### src/design/mexp_pkg.sv
// Shared types and constants for the modular exponentiation block.
package mexp_pkg;

  localparam int ExpBits = 63;
  localparam int ExpCntW = $clog2(ExpBits + 1);
  localparam logic [30:0] ModulusReset = 31'd1000000007;

  localparam logic [0:0] RegModulus = 1'b0;

  typedef enum logic [2:0] {
    ST_IDLE,
    ST_MUL_ACC,
    ST_RED_ACC,
    ST_MUL_RUN,
    ST_RED_RUN,
    ST_DONE
  } state_t;

  // Handshake between the sequencer and the shared multiply/reduce unit.
  typedef struct packed {
    logic mul_go;
    logic red_go;
  } unit_req_t;

endpackage

### src/design/mexp_unit.sv
// Shared 64-bit multiplier (three 32x32 partial products) and bit-serial reducer.
module mexp_unit (
  input  logic                clk,
  input  logic                rst,
  input  mexp_pkg::unit_req_t req,
  input  logic [63:0]         op_a,
  input  logic [63:0]         op_b,
  input  logic [30:0]         modulus,
  output logic [63:0]         res,
  output logic                done
);

  logic [1:0]  pp_idx;
  logic [63:0] prod;
  logic        mul_busy;
  logic [6:0]  red_cnt;
  logic        red_busy;
  logic [63:0] red_val;
  logic [31:0] rem;
  logic [63:0] pp;
  logic [31:0] pa;
  logic [31:0] pb;
  logic [32:0] rem_sh;

  always_comb begin
    pa = pp_idx[0] ? op_a[63:32] : op_a[31:0];
    pb = pp_idx[1] ? op_b[63:32] : op_b[31:0];
    pp = pa * pb;
    rem_sh = {rem, red_val[63]};
  end

  always_ff @(posedge clk) begin
    if (rst) begin
      mul_busy <= 1'b0;
      red_busy <= 1'b0;
      done <= 1'b0;
      pp_idx <= 2'd0;
      red_cnt <= 7'd0;
    end else begin
      done <= 1'b0;
      if (req.mul_go) begin
        mul_busy <= 1'b1;
        pp_idx <= 2'd0;
        prod <= 64'd0;
      end else if (mul_busy) begin
        unique case (pp_idx)
          2'd0: prod <= prod + pp;
          2'd1, 2'd2: prod <= prod + {pp[31:0], 32'd0};
          default: prod <= prod;
        endcase
        pp_idx <= pp_idx + 2'd1;
        if (pp_idx == 2'd3) begin
          mul_busy <= 1'b0;
          res <= prod;
          done <= 1'b1;
        end
      end
      if (req.red_go) begin
        if (modulus == 31'd0) begin
          done <= 1'b1;
        end else begin
          red_busy <= 1'b1;
          red_cnt <= 7'd0;
          red_val <= res;
          rem <= 32'd0;
        end
      end else if (red_busy) begin
        red_val <= {red_val[62:0], 1'b0};
        if (rem_sh >= {2'b00, modulus}) begin
          rem <= 32'(rem_sh - {2'b00, modulus});
        end else begin
          rem <= rem_sh[31:0];
        end
        red_cnt <= red_cnt + 7'd1;
        if (red_cnt == 7'd63) begin
          red_busy <= 1'b0;
          done <= 1'b1;
        end
      end
      if (red_busy && !req.red_go && red_cnt == 7'd63) begin
        res <= {32'd0, (rem_sh >= {2'b00, modulus}) ?
                32'(rem_sh - {2'b00, modulus}) : rem_sh[31:0]};
      end
    end
  end

  a_excl: assert property (@(posedge clk) disable iff (rst) !(mul_busy && red_busy))
    else $error("multiplier and reducer active together");
  a_go: assert property (@(posedge clk) disable iff (rst)
    !(req.mul_go && req.red_go)) else $error("two unit requests at once");
  a_rem: assert property (@(posedge clk) disable iff (rst)
    red_busy |-> rem < {1'b0, modulus}) else $error("remainder out of range");

endmodule

### src/design/modular_exponentiation_top.sv
// Top level of the square-and-multiply modular exponentiation block.
// Per scanned exponent bit, the shared multiply/reduce unit does up to two multiplies
// and two reductions (a reduction is skipped when modulus is 0); at most 63 bits
// are scanned.
// Throughput: one item at a time; busy is high from acceptance until the result beat.
// Reset: rst is synchronous; the sequencer idles and modulus returns to 1000000007.
module modular_exponentiation_top (
  input  logic        clk,
  input  logic        rst,
  input  logic        start,
  output logic        busy,
  input  logic [30:0] base,
  input  logic [62:0] exponent,
  output logic        strobe,
  output logic signed [63:0] power,
  input  logic        psel,
  input  logic        penable,
  input  logic        pwrite,
  input  logic [0:0]  paddr,
  input  logic [31:0] pwdata,
  output logic [31:0] prdata,
  output logic        pready
);

  mexp_pkg::state_t state, state_next;
  mexp_pkg::unit_req_t req;
  logic [30:0] modulus;
  logic [63:0] acc;
  logic [63:0] run;
  logic [62:0] e;
  logic [mexp_pkg::ExpCntW-1:0] bit_cnt;
  logic [63:0] op_a;
  logic [63:0] op_b;
  logic [63:0] ures;
  logic        udone;

  // Configuration: the modulus is the only register, at paddr 0.
  assign pready = 1'b1;
  assign prdata = {1'b0, modulus};
  always_ff @(posedge clk) begin
    if (rst) begin
      modulus <= mexp_pkg::ModulusReset;
    end else if (psel && penable && pwrite && paddr == mexp_pkg::RegModulus) begin
      modulus <= pwdata[30:0];
    end
  end

  assign busy = (state != mexp_pkg::ST_IDLE);
  assign op_a = (state == mexp_pkg::ST_MUL_ACC) ? acc : run;
  assign op_b = run;

  always_ff @(posedge clk) begin
    if (rst) begin
      state <= mexp_pkg::ST_IDLE;
    end else begin
      state <= state_next;
    end
  end

  // Data registers are loaded when a start is accepted and updated as each reduction finishes.
  always_ff @(posedge clk) begin
    if (state == mexp_pkg::ST_IDLE && start) begin
      acc <= 64'd1;
      run <= {33'd0, base};
      e <= exponent;
      bit_cnt <= '0;
    end else if (udone) begin
      if (state == mexp_pkg::ST_RED_ACC) acc <= ures;
      if (state == mexp_pkg::ST_RED_RUN) begin
        run <= ures;
        e <= e >> 1;
        bit_cnt <= bit_cnt + 1'b1;
      end
    end
  end

  always_comb begin
    state_next = state;
    req = '0;
    strobe = 1'b0;
    unique case (state)
      mexp_pkg::ST_IDLE: begin
        if (start) state_next = mexp_pkg::ST_DONE;
        if (start && exponent != 63'd0) begin
          state_next = exponent[0] ? mexp_pkg::ST_MUL_ACC : mexp_pkg::ST_MUL_RUN;
          req.mul_go = 1'b1;
        end
      end
      mexp_pkg::ST_MUL_ACC: if (udone) begin
        state_next = mexp_pkg::ST_RED_ACC;
        req.red_go = 1'b1;
      end
      mexp_pkg::ST_RED_ACC: if (udone) begin
        state_next = mexp_pkg::ST_MUL_RUN;
        req.mul_go = 1'b1;
      end
      mexp_pkg::ST_MUL_RUN: if (udone) begin
        state_next = mexp_pkg::ST_RED_RUN;
        req.red_go = 1'b1;
      end
      mexp_pkg::ST_RED_RUN: if (udone) begin
        if (e[62:1] == 62'd0 ||
            bit_cnt == mexp_pkg::ExpCntW'(mexp_pkg::ExpBits - 1)) begin
          state_next = mexp_pkg::ST_DONE;
        end else begin
          state_next = e[1] ? mexp_pkg::ST_MUL_ACC : mexp_pkg::ST_MUL_RUN;
          req.mul_go = 1'b1;
        end
      end
      mexp_pkg::ST_DONE: begin
        strobe = 1'b1;
        state_next = mexp_pkg::ST_IDLE;
      end
      default: state_next = mexp_pkg::ST_IDLE;
    endcase
  end

  assign power = acc;

  mexp_unit u_unit (
    .clk(clk), .rst(rst), .req(req), .op_a(op_a), .op_b(op_b),
    .modulus(modulus), .res(ures), .done(udone)
  );

  a_strobe: assert property (@(posedge clk) disable iff (rst) strobe |=> !strobe)
    else $error("result beat lasted two cycles");
  a_busy: assert property (@(posedge clk) disable iff (rst) strobe |-> busy)
    else $error("result beat while idle");
  a_start: assert property (@(posedge clk) disable iff (rst)
    (start && !busy) |=> busy) else $error("accepted item did not raise busy");

endmodule

### config.mk
export PLATFORM = sky130hd
export DESIGN_NAME = modular_exponentiation_top
export DESIGN_NICKNAME = d
export VERILOG_FILES = /design/src/design/mexp_pkg.sv /design/src/design/mexp_unit.sv /design/src/design/modular_exponentiation_top.sv
export SDC_FILE = /design/constraint.sdc
export NUM_CORES = 2
export LEC_CHECK = 0
export BUFFER_PORTS_ARGS = -buffer_cell sky130_fd_sc_hd__clkbuf_2
export CAP_MARGIN = 20
export CORE_MARGIN = 2
export CORE_UTILIZATION = 60
export CTS_CLUSTER_SIZE = 10
export DETAILED_ROUTE_END_ITERATION = 10
export HOLD_SLACK_MARGIN = 0.05
export PLACE_DENSITY = 0.74
export SYNTH_ARGS = -nofsm -noshare
export SYNTH_HDL_FRONTEND = slang
export SYNTH_SLANG_ARGS = --single-unit
### constraint.sdc
create_clock -name clk -period 25.3 [get_ports clk]
set_input_delay 2.53 -clock clk [delete_from_list [all_inputs] [get_ports clk]]
set_output_delay 2.53 -clock clk [all_outputs]
set_load 0.01 [all_outputs]
==> metrics.md <==
| Metric | Value |
|---|---|
| GR Overflow Total | `0` |
| Max Clock Skew | `0.04337 ns` |
| Worst Path Arrival | `14.16 ns` |
| Number of fill cells | `8329` |
| Final setup viols | `0` |
| Area occupied by multi-input gates | `42580 sq um` |
| Sequential cell area | `12510 sq um` |
| Clock sink count | `466` |
| Mapped Cells | `6885` |
| CTS root buffer | `clkbuf_16` |
| HPWL after DPL | `154400 um` |
| Total GRT Usage | `38.87%` |
| Worst R2R End | `u_unit.prod[62]$_SDFFCE_PP0P_` |
| Post-Route Setup TNS | `0 ns` |
| Worst reg2reg path depth | `35` |
| Post-CTS setup buffer count | `0` |
| FP Rows | `115` |
| Drt pass-1 iters | `8` |
| CTS buffer count | `54` |
| Core area | `98420 sq um` |
| Vias per cell | `6.063` |
| Hold buffer count at cts | `0` |
| Worst path max stage delay | `0.75 ns` |
| Via Count | `50120` |
| Residual DRC | `0` |
| Fmax | `72.58 MHz` |
| Hold Path Stages | `2` |
| Nets@finish | `8365` |
| Rel. slew slack | `19.71%` |
| Drt initial violations | `6184` |
| Clock insertion delay at the later pin of the skew report | `0.62 ns` |
| Area contributors post-synth | `fa_1 (30%), edfxtp_1 (16%), nand2_1 (9.2%)` |
| Status | `finished clean` |
| Maxcap violations | `0` |
| Synth area leader | `fa_1` |
| I/O Pins | `232` |
| Total Wirelength | `194900 um` |
| Syn_area_per_cell | `8.654 sq um` |
| Flops & latches, synth | `466` |
| Max Slew Vio Count | `0` |
| Post-synth EDFFs | `317` |
| Most frequent CP cell | `fa_1` |
| Worst-path maximum fanout | `53` |
| Die Ht | `319.1 um` |
| Area Growth Syn to Fin | `6.857%` |
| DIE AREA | `101800 sq um` |
| Post-synth top area share | `30.21%` |
| Crit start category | `flop` |
| DR WL/cell | `23.58 um` |
| DRT antenna net count | `0` |
| Kind of critical path | `reg -> reg` |
| Final period utilization | `54.46%` |
| Worst-Margin Slew | `1.196 ns` |
| Input/output buffers | `228` |
| Final min period | `13.78 ns` |
| Syn Std Cell Area | `59580 sq um` |
| Worst Path Required | `25.68 ns` |
| # resized after CTS | `0` |
| CTS max path bufs | `3` |
| Share of cells above drive strength 1 | `6.825%` |
| Die Span X | `319.1 um` |
| CTS clk-pin slew, worst paths | `0.06 ns` |
| Ys Warns | `0` |
| Syn Nets | `8321` |
| Htree depth | `2` |
| Critical path's slowest cell | `nor3b_2` |
| R2r startpoint | `state[0]$_SDFFE_PP0P_` |
| Yosys cell types | `90` |
| Worst hold start | `op_b[56]$_SDFFE_PP0P_` |
| RSZ-0062 raised after global routing | `no` |
| Sequential fraction of the synthesis area | `20.98%` |
| HP Class | `reg -> reg` |
| Gp weighted congestion | `1.020` |
| Initial antenna violation count | `2` |
| Reg-to-reg setup timing slack | `11.52 ns` |
| Final Hold Vio Count | `0` |
| Largest net degree at the start of global routing | `109` |
| CTS tree | `done` |
| Number of global-route vias before repair | `49740` |
| WHS Endpoint | `op_b[56]$_SDFFE_PP0P_` |
| Crit end category | `flop` |
| Post-synth top flop | `edfxtp_1` |
| First-pass GRT wire length | `300000 um` |
| Post-synthesis async set-or-reset flop share | `0%` |
| Initial cell density of the core | `60.54%` |
[cells by family (layout without fill, tap and decap cells)]
kind of cell    after synthesis  in the layout  synth area share, %
xor+xnor                    180            180                2.669
flops                       466            466                20.98
buf+inv                    1261           1350                7.978
other cells                   2              7              0.01260
fa+ha+maj                  1303           1303                38.69
simple gates               2656           2656                18.35
compound gates              925            925                9.691
mux                          92             92                1.628
[metrics by stage]
step | setup slack, ns | util [%] | cell area [sq um] | cells | hold WS (ns)
floorplan | 14.76 | - | 59580 | 6885 | 0.4461
global placement | 12.09 | 63.06 | 62060 | 8160 | 0.4585
detailed placement | 11.82 | 63.06 | 62060 | 8160 | 0.4640
CTS | 11.78 | 64.68 | 63650 | 8261 | 0.4728
global route | 11.08 | 64.68 | 63650 | 8261 | 0.4954
finish | 11.52 | 64.69 | 63670 | 8266 | 0.4749
[sequential cells by signal, indices dropped and copies added, names as in the netlist]
signal	flops
op_b	64
u_unit.mul_busy	1
u_unit.red_cnt	7
power	64
u_unit.res	64
modulus	31
u_unit.done	1
u_unit.red_val	64
u_unit.prod	64
bit_cnt	6
u_unit.pp_idx	2
u_unit.rem	32
u_unit.red_busy	1
state	3
e	62
[cells in the final DEF (no fill, tap or decap), types with 48 or more instances in the layout]
cell	synthesis	layout
a21o_1	109	109
edfxtp_1	317	317
and2_1	58	58
clkbuf_2	0	228
nor2_1	779	776
xor2_1	77	77
ha_1	404	403
inv_1	918	918
o21a_1	57	57
xnor2_1	102	102
buf_4	5	102
nand2_1	1460	1457
dfxtp_1	149	147
o21ai_0	156	142
clkbuf_16	0	55
fa_1	899	899
nand3_1	80	80
nand4_1	48	48
a21oi_1	338	337
[layer usage]
metal	up-vias	global-route usage, %	wire, um
met5	-	0	0
met4	0	17.08	10530
met3	501	10.57	24340
met2	2792	57.53	83580
met1	24760	53.79	76470
li1	22060	-	-
[worst max-delay path: cells and delay by family (launching register included)]
family / cells / cell delay, ns
buffers and inverters: 4 / 0.82
adder cells (fa/ha/maj): 10 / 5.05
AND/OR/NAND/NOR: 10 / 3.12
XOR/XNOR: 2 / 0.57
flip-flops: 1 / 0.68
AO/OA/AOI/OAI: 9 / 3.26
[worst max-delay path by stage]
stage,startpoint,end,depth (start not counted)
2_1_floorplan,state[2]$_SDFFE_PP0P_,u_unit.prod[63]$_SDFFCE_PP0P_,40
3_3_place_gp,state[0]$_SDFFE_PP0P_,u_unit.prod[62]$_SDFFCE_PP0P_,35
3_5_place_dp,state[0]$_SDFFE_PP0P_,u_unit.prod[62]$_SDFFCE_PP0P_,35
4_1_cts,state[0]$_SDFFE_PP0P_,u_unit.prod[62]$_SDFFCE_PP0P_,35
5_1_grt,state[0]$_SDFFE_PP0P_,u_unit.prod[62]$_SDFFCE_PP0P_,35
6_report,state[0]$_SDFFE_PP0P_,u_unit.prod[62]$_SDFFCE_PP0P_,35
[cells in the mapped netlist, types with 20 or more instances]
cell,n
ha_1,404
dfxtp_1,149
nand3_1,80
a21oi_1,338
nor3_1,41
and2_1,58
o21a_1,57
nor2_1,779
a211o_1,26
nor2b_1,23
nand2b_1,36
a31oi_1,33
buf_1,25
o21ai_0,156
nor4_1,47
fa_1,899
mux2i_1,62
o21bai_1,31
xor2_1,77
clkbuf_1,311
o21ai_1,30
a21o_1,109
inv_1,918
nand2_1,1460
and3_1,30
edfxtp_1,317
nand4_1,48
xnor2_1,102
a211oi_1,20
[final cells by class]
| cell class | count | share of cell area (%) |
|---|---|---|
| clock buffers | 97 | 2.457 |
| flip-flops and latches | 466 | 19.65 |
| repair buffers | 330 | 2.995 |
| diodes | 5 | 0.01965 |
| multi-input cells | 5158 | 66.89 |
| inverters | 919 | 5.418 |
| well taps | 1287 | 2.529 |
| clock inverters | 4 | 0.04717 |
Power is left out: the tool's default activity adds up to more than one toggle a clock period on the data nets, which glitch-free logic cannot reach.
